[src/rtl/wcp_pkg.sv]
// Shared types and codes for the WAV chunk header parser.
`default_nettype none

package wcp_pkg;

   // Result kinds as seen on the response channel.
   localparam logic [1:0] KIND_FORMAT  = 2'd0;
   localparam logic [1:0] KIND_PAYLOAD = 2'd1;
   localparam logic [1:0] KIND_ERROR   = 2'd2;

   // Chunk ids as they arrive, first byte in the low bits.
   localparam logic [31:0] TAG_RIFF = 32'h4646_4952;
   localparam logic [31:0] TAG_LIST = 32'h5453_494C;
   localparam logic [31:0] TAG_FACT = 32'h7463_6166;
   localparam logic [31:0] TAG_FMT  = 32'h2074_6D66;
   localparam logic [31:0] TAG_DATA = 32'h6174_6164;

   // One command handed from the parser front end to the output back end.
   // Fields that do not belong to the kind are zero.
   typedef struct packed {
      logic [1:0]  kind;
      logic [15:0] format_tag;
      logic [15:0] channel_count;
      logic [31:0] sample_rate;
      logic [31:0] byte_rate;
      logic [15:0] block_align;
      logic [15:0] bits_per_sample;
      logic [31:0] data_size;
      logic [7:0]  payload_byte;
      logic        payload_last;
   } wcp_cmd_type;

   // A finished result word: the command plus the computed sample count.
   typedef struct packed {
      wcp_cmd_type cmd;
      logic [31:0] sample_count;
   } wcp_rsp_type;

   // Status of the command queue as seen by the back end.
   typedef struct packed {
      logic head_valid;
      logic full;
   } wcp_qstat_type;

   // True for every chunk id the parser knows how to handle.
   function automatic logic known_tag(input logic [31:0] tag);
      return (tag == TAG_RIFF) || (tag == TAG_LIST) || (tag == TAG_FACT) ||
             (tag == TAG_FMT) || (tag == TAG_DATA);
   endfunction

endpackage

`default_nettype wire

[src/rtl/wcp_front.sv]
// Parser front end: walks the chunk headers and issues one command per result.
`default_nettype none

module wcp_front
   import wcp_pkg::*;
(
   input  wire logic        clock,
   input  wire logic        reset,
   input  wire logic        accept,
   input  wire logic [7:0]  file_byte,
   input  wire logic        first,
   output wcp_cmd_type      push_cmd,
   output logic             push
);

   localparam logic [2:0] PH_HDR  = 3'd0;
   localparam logic [2:0] PH_SKIP = 3'd1;
   localparam logic [2:0] PH_FMT  = 3'd2;
   localparam logic [2:0] PH_PAY  = 3'd3;
   localparam logic [2:0] PH_DONE = 3'd4;
   localparam logic [2:0] PH_HALT = 3'd5;

   localparam logic [31:0] RIFF_EXTRA = 32'd4;

   logic [2:0]   phase_ff, phase_in, phase_c;
   logic [3:0]   idx_ff, idx_in, idx_c, idx_n;
   logic [31:0]  tag_ff, tag_in, tag_c, tag_w;
   logic [31:0]  len_ff, len_in, len_c, len_w;
   logic [31:0]  left_ff, left_in, left_c, left_n;
   logic [127:0] fmt_ff, fmt_in, fmt_c;
   logic [31:0]  fmt_off;
   logic         known;

   // A word with first set is handled against freshly cleared state.
   always_comb begin
      phase_c = first ? PH_HDR : phase_ff;
      idx_c   = first ? 4'd0   : idx_ff;
      tag_c   = first ? '0     : tag_ff;
      len_c   = first ? '0     : len_ff;
      left_c  = first ? '0     : left_ff;
      fmt_c   = first ? '0     : fmt_ff;
   end

   always_comb begin
      tag_w = (idx_c == 4'd0) ? '0 : tag_c;
      len_w = (idx_c == 4'd0) ? '0 : len_c;
      if (!idx_c[2]) begin
         tag_w[{idx_c[1:0], 3'b000} +: 8] = file_byte;
      end else begin
         len_w[{idx_c[1:0], 3'b000} +: 8] = file_byte;
      end
   end

   assign idx_n   = idx_c + 4'd1;
   assign left_n  = left_c - 32'd1;
   assign fmt_off = len_c - left_c;
   assign known   = known_tag(tag_w);

   always_comb begin
      phase_in = phase_ff;
      idx_in   = idx_ff;
      tag_in   = tag_ff;
      len_in   = len_ff;
      left_in  = left_ff;
      fmt_in   = fmt_ff;
      push     = 1'b0;
      push_cmd = '0;
      if (accept) begin
         phase_in = phase_c;
         idx_in   = idx_c;
         tag_in   = tag_c;
         len_in   = len_c;
         left_in  = left_c;
         fmt_in   = fmt_c;
         case (phase_c)
            PH_HDR: begin
               tag_in = tag_w;
               len_in = len_w;
               idx_in = idx_n;
               if (idx_n == 4'd4 && !known) begin
                  idx_in        = 4'd0;
                  phase_in      = PH_HALT;
                  push          = 1'b1;
                  push_cmd.kind = KIND_ERROR;
               end else if (idx_n[3]) begin
                  idx_in = 4'd0;
                  if (tag_w == TAG_RIFF) begin
                     left_in  = RIFF_EXTRA;
                     phase_in = PH_SKIP;
                  end else if (tag_w == TAG_FMT) begin
                     fmt_in   = '0;
                     left_in  = len_w;
                     phase_in = (len_w != '0) ? PH_FMT : PH_HDR;
                  end else if (tag_w == TAG_DATA) begin
                     push                     = 1'b1;
                     push_cmd.kind            = KIND_FORMAT;
                     push_cmd.format_tag      = fmt_c[15:0];
                     push_cmd.channel_count   = fmt_c[31:16];
                     push_cmd.sample_rate     = fmt_c[63:32];
                     push_cmd.byte_rate       = fmt_c[95:64];
                     push_cmd.block_align     = fmt_c[111:96];
                     push_cmd.bits_per_sample = fmt_c[127:112];
                     push_cmd.data_size       = len_w;
                     left_in  = len_w;
                     phase_in = (len_w != '0) ? PH_PAY : PH_DONE;
                  end else begin
                     left_in  = len_w;
                     phase_in = (len_w != '0) ? PH_SKIP : PH_HDR;
                  end
               end
            end
            PH_SKIP: begin
               left_in = left_n;
               if (left_n == '0) begin
                  phase_in = PH_HDR;
               end
            end
            PH_FMT: begin
               // fmt bytes 0..15 lie back to back in the same order as the fields.
               if (fmt_off[31:4] == '0) begin
                  fmt_in[{fmt_off[3:0], 3'b000} +: 8] = file_byte;
               end
               left_in = left_n;
               if (left_n == '0) begin
                  phase_in = PH_HDR;
               end
            end
            PH_PAY: begin
               push                  = 1'b1;
               push_cmd.kind         = KIND_PAYLOAD;
               push_cmd.payload_byte = file_byte;
               push_cmd.payload_last = (left_c == 32'd1);
               left_in = left_n;
               if (left_n == '0) begin
                  phase_in = PH_DONE;
               end
            end
            default: begin
            end
         endcase
      end
   end

   always_ff @(posedge clock) begin
      if (reset) begin
         phase_ff <= PH_HDR;
         idx_ff   <= '0;
         tag_ff   <= '0;
         len_ff   <= '0;
         left_ff  <= '0;
         fmt_ff   <= '0;
      end else begin
         phase_ff <= phase_in;
         idx_ff   <= idx_in;
         tag_ff   <= tag_in;
         len_ff   <= len_in;
         left_ff  <= left_in;
         fmt_ff   <= fmt_in;
      end
   end

endmodule

`default_nettype wire

[src/rtl/wcp_queue.sv]
// Small command queue between the parser front end and the output back end.
`default_nettype none

module wcp_queue
   import wcp_pkg::*;
#(
   parameter int DEPTH = 2
)
(
   input  wire logic        clock,
   input  wire logic        reset,
   input  wire logic        push,
   input  wcp_cmd_type      push_cmd,
   input  wire logic        pop,
   output wcp_cmd_type      head_cmd,
   output wcp_qstat_type    status
);

   localparam int PW = (DEPTH > 1) ? $clog2(DEPTH) : 1;
   localparam int CW = $clog2(DEPTH + 1);
   localparam logic [PW-1:0] LAST_PTR = PW'(DEPTH - 1);
   localparam logic [CW-1:0] FULL_CNT = CW'(DEPTH);

   wcp_cmd_type   entry_ff [DEPTH];
   logic [PW-1:0] wr_ff, wr_in, rd_ff, rd_in;
   logic [CW-1:0] cnt_ff, cnt_in;
   logic          do_push, do_pop;

   assign status.head_valid = (cnt_ff != '0);
   assign status.full       = (cnt_ff == FULL_CNT);
   assign head_cmd          = entry_ff[rd_ff];
   assign do_push           = push && !status.full;
   assign do_pop            = pop && status.head_valid;

   always_comb begin
      wr_in  = wr_ff;
      rd_in  = rd_ff;
      cnt_in = cnt_ff;
      if (do_push) begin
         wr_in = (wr_ff == LAST_PTR) ? '0 : wr_ff + PW'(1);
      end
      if (do_pop) begin
         rd_in = (rd_ff == LAST_PTR) ? '0 : rd_ff + PW'(1);
      end
      if (do_push && !do_pop) begin
         cnt_in = cnt_ff + CW'(1);
      end else if (do_pop && !do_push) begin
         cnt_in = cnt_ff - CW'(1);
      end
   end

   always_ff @(posedge clock) begin
      if (do_push) begin
         entry_ff[wr_ff] <= push_cmd;
      end
   end

   always_ff @(posedge clock) begin
      if (reset) begin
         wr_ff  <= '0;
         rd_ff  <= '0;
         cnt_ff <= '0;
      end else begin
         wr_ff  <= wr_in;
         rd_ff  <= rd_in;
         cnt_ff <= cnt_in;
      end
   end

endmodule

`default_nettype wire

[src/rtl/wcp_back.sv]
// Output back end: computes the sample count bit by bit and holds the result word.
`default_nettype none

module wcp_back
   import wcp_pkg::*;
(
   input  wire logic        clock,
   input  wire logic        reset,
   input  wcp_cmd_type      head_cmd,
   input  wcp_qstat_type    qstat,
   output logic             pop,
   input  wire logic        out_stall,
   output logic             out_valid,
   output wcp_rsp_type      out_word
);

   localparam logic [1:0] BK_IDLE = 2'd0;
   localparam logic [1:0] BK_DIV  = 2'd1;
   localparam logic [1:0] BK_WAIT = 2'd2;

   logic [1:0]  state_ff, state_in;
   logic [4:0]  cnt_ff, cnt_in;
   logic [31:0] rem_ff, rem_in, quo_ff, quo_in, div_ff, div_in;
   logic [32:0] trial, diff;
   logic [28:0] prod;
   logic        ge, out_free;
   wcp_cmd_type hold_ff, hold_in;
   wcp_rsp_type word_ff, word_in;
   logic        valid_ff, valid_in;

   assign out_free = !valid_ff || !out_stall;
   assign prod     = head_cmd.channel_count * head_cmd.bits_per_sample[15:3];
   assign trial    = {rem_ff, quo_ff[31]};
   assign diff     = trial - {1'b0, div_ff};
   assign ge       = (trial >= {1'b0, div_ff});

   always_comb begin
      state_in = state_ff;
      cnt_in   = cnt_ff;
      rem_in   = rem_ff;
      quo_in   = quo_ff;
      div_in   = div_ff;
      hold_in  = hold_ff;
      word_in  = word_ff;
      valid_in = valid_ff && out_stall;
      pop      = 1'b0;
      case (state_ff)
         BK_IDLE: begin
            if (qstat.head_valid) begin
               if (head_cmd.kind == KIND_FORMAT) begin
                  pop      = 1'b1;
                  hold_in  = head_cmd;
                  div_in   = {3'b000, prod};
                  rem_in   = '0;
                  quo_in   = head_cmd.data_size;
                  cnt_in   = '0;
                  state_in = BK_DIV;
               end else if (out_free) begin
                  pop                  = 1'b1;
                  word_in.cmd          = head_cmd;
                  word_in.sample_count = '0;
                  valid_in             = 1'b1;
               end
            end
         end
         BK_DIV: begin
            rem_in = ge ? diff[31:0] : trial[31:0];
            quo_in = {quo_ff[30:0], ge};
            cnt_in = cnt_ff + 5'd1;
            if (cnt_ff == 5'd31) begin
               state_in = BK_WAIT;
            end
         end
         BK_WAIT: begin
            if (out_free) begin
               word_in.cmd          = hold_ff;
               word_in.sample_count = (div_ff == '0) ? '0 : quo_ff;
               valid_in             = 1'b1;
               state_in             = BK_IDLE;
            end
         end
         default: begin
            state_in = BK_IDLE;
         end
      endcase
   end

   assign out_valid = valid_ff;
   assign out_word  = word_ff;

   always_ff @(posedge clock) begin
      cnt_ff  <= cnt_in;
      rem_ff  <= rem_in;
      quo_ff  <= quo_in;
      div_ff  <= div_in;
      hold_ff <= hold_in;
      word_ff <= word_in;
   end

   always_ff @(posedge clock) begin
      if (reset) begin
         state_ff <= BK_IDLE;
         valid_ff <= 1'b0;
      end else begin
         state_ff <= state_in;
         valid_ff <= valid_in;
      end
   end

endmodule

`default_nettype wire

[src/rtl/wav_chunk_header_parser_top.sv]
// Top level of the WAV chunk header parser: front end, command queue and back end.
// Throughput: one file byte per cycle while the queue is not full; a format result holds its back end
// while the divider forms the sample count. Path: a payload or error word passes through the
// queue entry and then the output word register; a format word passes through the queue entry,
// the back end's divide and wait states, where the one-bit-per-cycle divider forms the sample count.
// Reset: synchronous, active high; clears parser state, the queue and the output valid flag.
`default_nettype none

module wav_chunk_header_parser_top
   import wcp_pkg::*;
#(
   parameter int QUEUE_DEPTH = 2
)
(
   input  wire logic        clock,
   input  wire logic        reset,
   input  wire logic        req_valid,
   output logic             req_stall,
   input  wire logic [7:0]  req_file_byte,
   input  wire logic        req_first,
   output logic             rsp_valid,
   input  wire logic        rsp_stall,
   output logic [1:0]       rsp_kind,
   output logic [15:0]      rsp_format_tag,
   output logic [15:0]      rsp_channel_count,
   output logic [31:0]      rsp_sample_rate,
   output logic [31:0]      rsp_byte_rate,
   output logic [15:0]      rsp_block_align,
   output logic [15:0]      rsp_bits_per_sample,
   output logic [31:0]      rsp_data_size,
   output logic [31:0]      rsp_sample_count,
   output logic [7:0]       rsp_payload_byte,
   output logic             rsp_payload_last
);

   // The front end consumes a word in the cycle it is taken and, where that
   // word produces a result, writes one command into the queue at the same
   // edge. Input is held off only while the queue is full, which can happen
   // while the back end works out the sample count, and
   // whenever the receiver holds off long enough for the queue to fill.
   logic          accept;
   logic          push;
   logic          pop;
   wcp_cmd_type   push_cmd;
   wcp_cmd_type   head_cmd;
   wcp_qstat_type qstat;
   wcp_rsp_type   out_word;

   assign req_stall = qstat.full;
   assign accept    = req_valid && !req_stall;

   wcp_front u_front (
      .clock     (clock),
      .reset     (reset),
      .accept    (accept),
      .file_byte (req_file_byte),
      .first     (req_first),
      .push_cmd  (push_cmd),
      .push      (push)
   );

   wcp_queue #(
      .DEPTH (QUEUE_DEPTH)
   ) u_queue (
      .clock    (clock),
      .reset    (reset),
      .push     (push),
      .push_cmd (push_cmd),
      .pop      (pop),
      .head_cmd (head_cmd),
      .status   (qstat)
   );

   // The back end owns the output register, so a waiting result word never
   // blocks the front end while queue space remains.
   wcp_back u_back (
      .clock     (clock),
      .reset     (reset),
      .head_cmd  (head_cmd),
      .qstat     (qstat),
      .pop       (pop),
      .out_stall (rsp_stall),
      .out_valid (rsp_valid),
      .out_word  (out_word)
   );

   assign rsp_kind            = out_word.cmd.kind;
   assign rsp_format_tag      = out_word.cmd.format_tag;
   assign rsp_channel_count   = out_word.cmd.channel_count;
   assign rsp_sample_rate     = out_word.cmd.sample_rate;
   assign rsp_byte_rate       = out_word.cmd.byte_rate;
   assign rsp_block_align     = out_word.cmd.block_align;
   assign rsp_bits_per_sample = out_word.cmd.bits_per_sample;
   assign rsp_data_size       = out_word.cmd.data_size;
   assign rsp_sample_count    = out_word.sample_count;
   assign rsp_payload_byte    = out_word.cmd.payload_byte;
   assign rsp_payload_last    = out_word.cmd.payload_last;

   // Payload fields are only populated on payload words.
   a_payload_clean : assert property (@(posedge clock) disable iff (reset)
      rsp_valid && rsp_kind != KIND_PAYLOAD |->
         rsp_payload_byte == 8'd0 && !rsp_payload_last)
      else $error("payload fields set on a non-payload word");

   // Format fields are only populated on format words.
   a_format_clean : assert property (@(posedge clock) disable iff (reset)
      rsp_valid && rsp_kind != KIND_FORMAT |->
         rsp_format_tag == 16'd0 && rsp_channel_count == 16'd0 &&
         rsp_sample_rate == 32'd0 && rsp_byte_rate == 32'd0 &&
         rsp_block_align == 16'd0 && rsp_bits_per_sample == 16'd0 &&
         rsp_data_size == 32'd0 && rsp_sample_count == 32'd0)
      else $error("format fields set on a non-format word");

   // A zero frame size must give a zero sample count, not the divider's all-ones.
   a_zero_divisor : assert property (@(posedge clock) disable iff (reset)
      rsp_valid && rsp_kind == KIND_FORMAT &&
         (rsp_channel_count == 16'd0 || rsp_bits_per_sample[15:3] == 13'd0) |->
         rsp_sample_count == 32'd0)
      else $error("non-zero sample count with a zero frame size");

endmodule

`default_nettype wire

[config.mk]
export PLATFORM = sky130hd
export DESIGN_NAME = wav_chunk_header_parser_top
export DESIGN_NICKNAME = d
export VERILOG_FILES = /design/src/rtl/wcp_pkg.sv /design/src/rtl/wcp_front.sv /design/src/rtl/wcp_queue.sv /design/src/rtl/wcp_back.sv /design/src/rtl/wav_chunk_header_parser_top.sv
export SDC_FILE = /design/constraint.sdc
export NUM_CORES = 2
export LEC_CHECK = 0
export ABC_AREA = 1
export BUFFER_PORTS_ARGS = -buffer_cell sky130_fd_sc_hd__clkbuf_2
export CAP_MARGIN = 20
export CORE_MARGIN = 2
export CORE_UTILIZATION = 33
export DETAILED_ROUTE_END_ITERATION = 8
export PLACE_DENSITY_LB_ADDON = 0.1
export SETUP_SLACK_MARGIN = 0.2
export SYNTH_ARGS = -nofsm -noshare
export SYNTH_HDL_FRONTEND = slang
export SYNTH_HIERARCHICAL = 1
export SYNTH_SLANG_ARGS = --single-unit
[constraint.sdc]
create_clock -name clock -period 38.8 [get_ports clock]
set_input_delay 3.88 -clock clock [delete_from_list [all_inputs] [get_ports clock]]
set_output_delay 3.88 -clock clock [all_outputs]
set_load 0.005 [all_outputs]
Yosys cells after proc, flatten, opt, wreduce, memory -nomap -nowiden
Memories as Yosys holds them, arrays and structs flattened. A register that Yosys moved wholly into a read port is not among the register bits.
Index checks and enable logic that the tools add are counted.
- register bits after elaboration: 710
- bits in latches: 0
- RAM bits: 342
- ROM bits: 0
- bits of input ports: 13
- output and inout bits: 205
- word-level logic and storage cells: 203
- memories: 1
- memory list (name ; words ; bits a word ; rd ports ; clocked after memory_dff ; wr ports ; line ; RTL):
    u_queue.entry_ff ; 2 ; 171 ; 1 ; 1 ; 1 ; wcp_queue.sv:24 ; wcp_cmd_type entry_ff [DEPTH];
- add/sub/neg operators: 11
- multiply operators: 1
- divide/modulo/power cells: 0
- magnitude comparators: 1
- equality and inequality tests: 20
- shift-type cells: 4
- muxes and demuxes: 93
- bitwise gates (word level): 0
- reductions and logical operators: 36
- operators by type and width (operator ; count):
    $mux 203 ; 4
    $mux 128 ; 6
    $mux 32 ; 18
    $mux 162 ; 3
    $mux 160 ; 3
    $pmux 203 s2 ; 1
    $pmux 128 s2 ; 1
    $pmux 32 s2 ; 3
    $mux 171 ; 1
    $bwmux 128 ; 1
    $eq 32x31->1 const B ; 4
    $shift 8x9->128 const A ; 1
    $shiftx 8x9->128 ; 1
    $bwmux 32 ; 2
    $logic_not 32->1 ; 2
    $ge 33x29->1 ; 1
    $eq 32x1->1 const B ; 1
    $eq 32x30->1 const B ; 1
    $reduce_bool 32->1 ; 1
    $shift 8x7->32 const A ; 1
    $shiftx 8x7->32 ; 1
    $sub 32x1->32 const B ; 1
    $sub 32x29->32 ; 1
    $sub 32x32->32 ; 1
    other kinds (40) ; 106

Logic depth before layout (Yosys ltp)
- depth in word-level cells: 20
- gate-level depth with buffers: 34
- mapped depth without buffers: 28

Hierarchy
Netlist, hierarchy kept.
- by module, submodules not included (module ; times used ; cells each ; area each (um^2) ; seq. area each (um^2)):
    wcp_back ; 1 ; 2962 ; 27735.4 ; 14233.7
    wcp_front ; 1 ; 4169 ; 22318.9 ; 4624.4
    wcp_queue ; 1 ; 569 ; 12937.4 ; 10369.9
    wav_chunk_header_parser_top ; 1 ; 2 ; 10.0 ; 0.0

Least setup slack after synthesis
No wires, ideal clock.
- kind: input port to flip-flop
- start point: in req_first
- end point: mem u_queue/entry_ff[0][0] in the netlist's numbering, enable pin
- library setup time: 705 ps
- arrival: 14277 ps
- data required time: 38095 ps
- setup slack: 23818 ps
- stages on the path: 24
- path buffers: 6
- cell sequence: buf_2 -> buf_4 -> buf_2 -> buf_2 -> buf_1 -> nor2_1 -> inv_1 -> ha_1 -> nor2_1 -> nand2_1 -> nor2_1 -> nand2_1 -> o21ai_0 -> nor2_1 -> nand3_1 -> nor2_1 -> nand3_1 -> nand2_1 -> inv_1 -> nand3_2 -> buf_2 -> o211ai_1 -> o21ai_0 -> nor2_1
- word-level cells in the longest chain between the ends: 18
- elaborated cells between the ends (all ways): 35
- those cells by class: add/sub (2); eq/ne (7); shift (2); mux (15); reduce/logical (9)
- RTL lines (element ; line ; RTL):
    from (decl) ; wav_chunk_header_parser_top.sv:20 ; input wire logic req_first,
    parallel branches: the longest is 13 deep, another holds $neg 5->7 ; -- ;
    $pmux 1 s2 * ; wcp_front.sv:75 ; case (phase_c)
    $mux 1 * ; wcp_front.sv:68 ; if (accept) begin
    net push ; wav_chunk_header_parser_top.sv:42 ; logic push;
    $logic_and 1x1->1 * ; wcp_queue.sv:32 ; assign do_push = push && !status.full;
    $mux 1 * ; wcp_queue.sv:53 ; if (do_push) begin
    $mux 1 (implied by the code) * ; wcp_queue.sv:54 ; entry_ff[wr_ff] <= push_cmd;
    to (decl) ; wcp_queue.sv:24 ;
Mark *: on every way through the listed nets, which the timed path passes.

Worst setup path after layout
- start point: in req_first
- end point: mem u_queue/entry_ff[1][123] in the netlist's numbering, enable pin
Same word-level chain as after synthesis.

==> results.tsv <==
stage	metric	value	unit
sta	clock skew after layout	45.6	ps
critical_path	worst-case reg-to-reg path depth	21	
cts	Worst-Skew Late Latency	830	ps
floorplanning	row count	160	
yosys	portion of netlist area occupied by mux cells	3.59	%
placed_design	final weighted congestion in routability-driven placement	0.927	
power_and_ir_drop	net switching power of the design	0.783	mW
yosys	main area contributors after synthesis	sky130_fd_sc_hd__edfxtp_1 (39%), sky130_fd_sc_hd__nand2_1 (13%), sky130_fd_sc_hd__dfxtp_1 (7.6%)	
yosys	Post-synth EDFFs	814	
yosys	top cell type by total area after synthesis	sky130_fd_sc_hd__edfxtp_1	
cells_and_area	area of all placed cells without fillers	70300	µm²
power_and_ir_drop	Leak Pwr	30.4	nW
placed_design	number of port buffers	217	
cells_and_area	area of combinational cells with multiple inputs	27900	µm²
cells_and_area	final layout net count	8039	
cts	post-CTS setup repair buffer count	0	
detailed_routing	DR WL/cell	21.2	µm
yosys	compound-gate portion of the synthesized area	7.87	%
global_route	global-route wire length before repair	327000	µm
cts	post-CTS sizing	0	
floorplanning	# IOs	218	
sta	Fin. Hold Viols	0	
detailed_routing	Vias/cell	5.03	
detailed_routing	met3 WL	10600	µm
detailed_routing	first drt pass iteration count	6	
yosys	post-synth net total	8020	
yosys	adder-cell area share of the yosys netlist	7.92	%
sta	Slew Limit Headroom	21.9	%
detailed_routing	number of remaining DRC errors	0	
detailed_routing	iteration-0 DRC count of the detailed router	4313	
global_route	largest net degree at the start of global routing	160	
cts	clock tree from TritonCTS	yes	
cells_and_area	commonest non-fill, non-tap cell in the layout	sky130_fd_sc_hd__nand2_1	
power_and_ir_drop	highest ir drop seen on vdd	0.0000416	V
critical_path	maximum fanout count along the critical path	67	
detailed_routing	Detail Route met2 WL	100000	µm
sta	count of final setup violators	0	
critical_path	kind of start point of the critical path	input port	
cts	number of H-tree branching levels	4	
detailed_routing	antenna viol nets, final	0	
yosys	number of synthesis warnings	6	
sta	final worst path period need	12360	ps
cts	clock net sink count	1053	
critical_path	category of the most critical setup path	in2reg	
floorplanning	Core Region	190000	µm²
yosys	combinational family with the most area after synthesis	simple AND/OR/NAND/NOR gates	
critical_path	category of the worst setup path capture point	flip-flop	
sta	maximum frequency from static timing analysis	80.9	MHz
sta	transition time of the tightest slew-check pin	1170	ps
critical_path	setup slack of the worst register-to-register path	29880	ps
cts	clock tree root buffer cell	sky130_fd_sc_hd__clkbuf_16	
cells_and_area	fraction of final layout cells sized beyond drive strength 1	9.47	%
yosys	share of synthesized cell area in and, or, nand and nor gates	24.0	%
cts	CTS Buf Count	131	
sta	total negative setup slack	0	ps
detailed_routing	overall via count from detail_route	52100	
cells_and_area	filler cell count in the final layout	19700	
power_and_ir_drop	Seq pwr share	44.0	%
power_and_ir_drop	Clock Power Share	43.0	%
power_and_ir_drop	overall power	2.80	mW
placed_design	placed wire-length estimate	151000	µm
cells_and_area	leading cell types in the layout, fill and taps excluded	sky130_fd_sc_hd__nand2_1 (2206), sky130_fd_sc_hd__inv_1 (1081), sky130_fd_sc_hd__edfxtp_1 (814)	
job	number of max-capacitance violations reported	0	
global_route	global-route congestion overflow total	0	
cts	CTS Buffer Depth	3	
cts	CTS Hold Bufs	0	
floorplanning	die width	441	µm
power_and_ir_drop	share of power burned in combinational logic	13.0	%
floorplanning	initial standard-cell utilization of the core	33.2	%
global_route	via count of the first global-routing pass	50600	
cells_and_area	layout-stage area growth over the synthesis result	11.5	%
critical_path	Data required, critical path	39230	ps
yosys	share of async-settable or async-resettable flops after synthesis	0	%
detailed_routing	met1 routed wirelength after detailed routing	103000	µm
yosys	Seq cells post-synth	1053	
hold_path	worst min-delay path class	reg2reg	
yosys	ys flop type	sky130_fd_sc_hd__edfxtp_1	
sta	setup repair after global routing missed its margin	no	
floorplanning	Die Y-Extent	441	µm
outcome	result of the run	completed	
critical_path	crit path DAT	12800	ps
global_route	initial antenna violation count	9	
floorplanning	die area	194000	µm²
yosys	Post-Syn Area per Cell	8.18	µm²
sta	final slew viol count	0	
cells_and_area	Sequential Area	29200	µm²
yosys	distinct cell type count of the synthesized netlist	53	
sta	final worst path period share	31.9	%
detailed_routing	highest layer used for signal routing	met5	
hold_path	worst hold path stage count	2	
yosys	area fraction of the dominant cell type after synthesis	38.8	%
global_route	total routing usage reported by global routing	22.2	%
yosys	cell area after technology mapping	63000	µm²
yosys	post-synthesis cell count	7702	
power_and_ir_drop	power density over the cells	39.8	nW/µm²
power_and_ir_drop	Internal	2.01	mW
cts	Worst-path clk slew	50	ps
power_and_ir_drop	fraction of power spent switching nets	28.0	%
yosys	sequential share of the synthesized area	46.4	%
yosys	xor/xnor cell area share of the yosys netlist	0.723	%
detailed_routing	Total Wirelength	220000	µm
placed_design	total placed instance area	66000	µm²
## routing by layer
| layer | vias up | GRT usage, % |
|---|---|---|
| li1 | 25000 | - |
| met1 | 25400 | 31.5 |
| met2 | 1348 | 35.2 |
| met3 | 254 | 3.36 |
| met4 | 6 | 6.17 |
| met5 | - | 0 |
## synthesized netlist by cell type, types with 68 or more instances
| library cell | n |
|---|---|
| sky130_fd_sc_hd__nand2_1 | 2207 |
| sky130_fd_sc_hd__nor2_1 | 744 |
| sky130_fd_sc_hd__mux2_2 | 81 |
| sky130_fd_sc_hd__clkbuf_1 | 268 |
| sky130_fd_sc_hd__edfxtp_1 | 814 |
| sky130_fd_sc_hd__dfxtp_1 | 239 |
| sky130_fd_sc_hd__o21ai_0 | 354 |
| sky130_fd_sc_hd__mux2_4 | 90 |
| sky130_fd_sc_hd__nand3_1 | 369 |
| sky130_fd_sc_hd__buf_2 | 68 |
| sky130_fd_sc_hd__nor3_1 | 72 |
| sky130_fd_sc_hd__fa_1 | 156 |
| sky130_fd_sc_hd__a21oi_1 | 480 |
| sky130_fd_sc_hd__ha_1 | 149 |
| sky130_fd_sc_hd__inv_1 | 1082 |
| sky130_fd_sc_hd__nand4_1 | 195 |
## cell type report
type	count	share of cell area [%]
Antenna cell	5	0.0178
Clock buffer	161	4.93
Clock inverter	78	1.05
Inverter	1094	5.89
Multi-Input combinational cell	5157	39.8
Sequential cell	1053	41.6
Tap cell	2511	4.47
Timing Repair Buffer	284	2.29
## final timing paths
check,from,end
worst min-delay path,u_front/tag_ff[10],u_front/tag_ff[10]
worst max-delay path,req_first,u_queue/entry_ff[1][123]
worst max register to register,u_front/idx_ff[0],u_queue/entry_ff[1][123]
worst min register to register,u_front/tag_ff[10],u_front/tag_ff[10]
## power by group through the flow
stage | combinational, mW | sequential [mW] | clock (mW)
2_1_floorplan | 0.255 | 1.25 | 0
3_3_place_gp | 0.363 | 1.25 | 0
3_5_place_dp | 0.363 | 1.25 | 0
4_1_cts | 0.365 | 1.23 | 1.24
5_1_grt | 0.409 | 1.23 | 1.28
6_report | 0.365 | 1.23 | 1.20
## flip-flops by register name, summed over array words and instances, names as in the netlist, named ones only
signal / flops
u_front/left_ff: 32
u_queue/rd_ff: 1
u_queue/cnt_ff: 2
u_back/div_ff: 29
u_back/hold_ff: 171
u_back/rem_ff: 32
u_back/state_ff: 2
u_back/out_valid: 1
u_front/fmt_ff: 128
u_front/phase_ff: 3
u_front/idx_ff: 4
u_queue/entry_ff: 342
u_front/tag_ff: 32
u_front/len_ff: 32
u_back/cnt_ff: 5
u_queue/wr_ff: 1
u_back/out_word: 203
u_back/quo_ff: 32
## critical path: stages
cell                       delay (ps)
sky130_fd_sc_hd__buf_4            220
sky130_fd_sc_hd__inv_6            460
sky130_fd_sc_hd__nand2_2          410
sky130_fd_sc_hd__ha_1             540
sky130_fd_sc_hd__inv_1            120
sky130_fd_sc_hd__nor2_1           680
sky130_fd_sc_hd__nand2_1          230
sky130_fd_sc_hd__nor2_1           210
sky130_fd_sc_hd__nand2_1          100
sky130_fd_sc_hd__nand2_1          220
sky130_fd_sc_hd__nor2_1            80
sky130_fd_sc_hd__nand3_1           80
sky130_fd_sc_hd__nor2_1            60
sky130_fd_sc_hd__nand3_1          290
sky130_fd_sc_hd__nand2_1          460
sky130_fd_sc_hd__inv_1            260
sky130_fd_sc_hd__nand3_4          460
sky130_fd_sc_hd__o211ai_1         560
sky130_fd_sc_hd__o21ai_0          480
sky130_fd_sc_hd__nor2_4           450
sky130_fd_sc_hd__buf_4            620
sky130_fd_sc_hd__buf_4            750
sky130_fd_sc_hd__buf_4            870
## cells by family (layout without fill, tap and decap cells)
group | count (synthesis) | after routing
other cells | 0 | 5
compound gates | 953 | 953
fa+ha+maj | 305 | 305
xor+xnor | 52 | 52
simple gates | 3676 | 3676
buf+inv | 1492 | 1617
flops | 1053 | 1053
mux | 171 | 171
## through the flow
| step | utilization [%] | hold slack [ps] | setup WS, ps | instances |
|---|---|---|---|---|
| 2_1_floorplan | - | 441 | 23820 | 7702 |
| 3_3_place_gp | 34.8 | 451 | 25610 | 10100 |
| 5_1_grt | 37.0 | 472 | 25850 | 10300 |
| 6_report | 37.0 | 463 | 26440 | 10300 |
| 3_5_place_dp | 34.8 | 455 | 25600 | 10100 |
| 4_1_cts | 37.0 | 464 | 26480 | 10300 |
No activity file was read; power rests on OpenSTA's default activity.
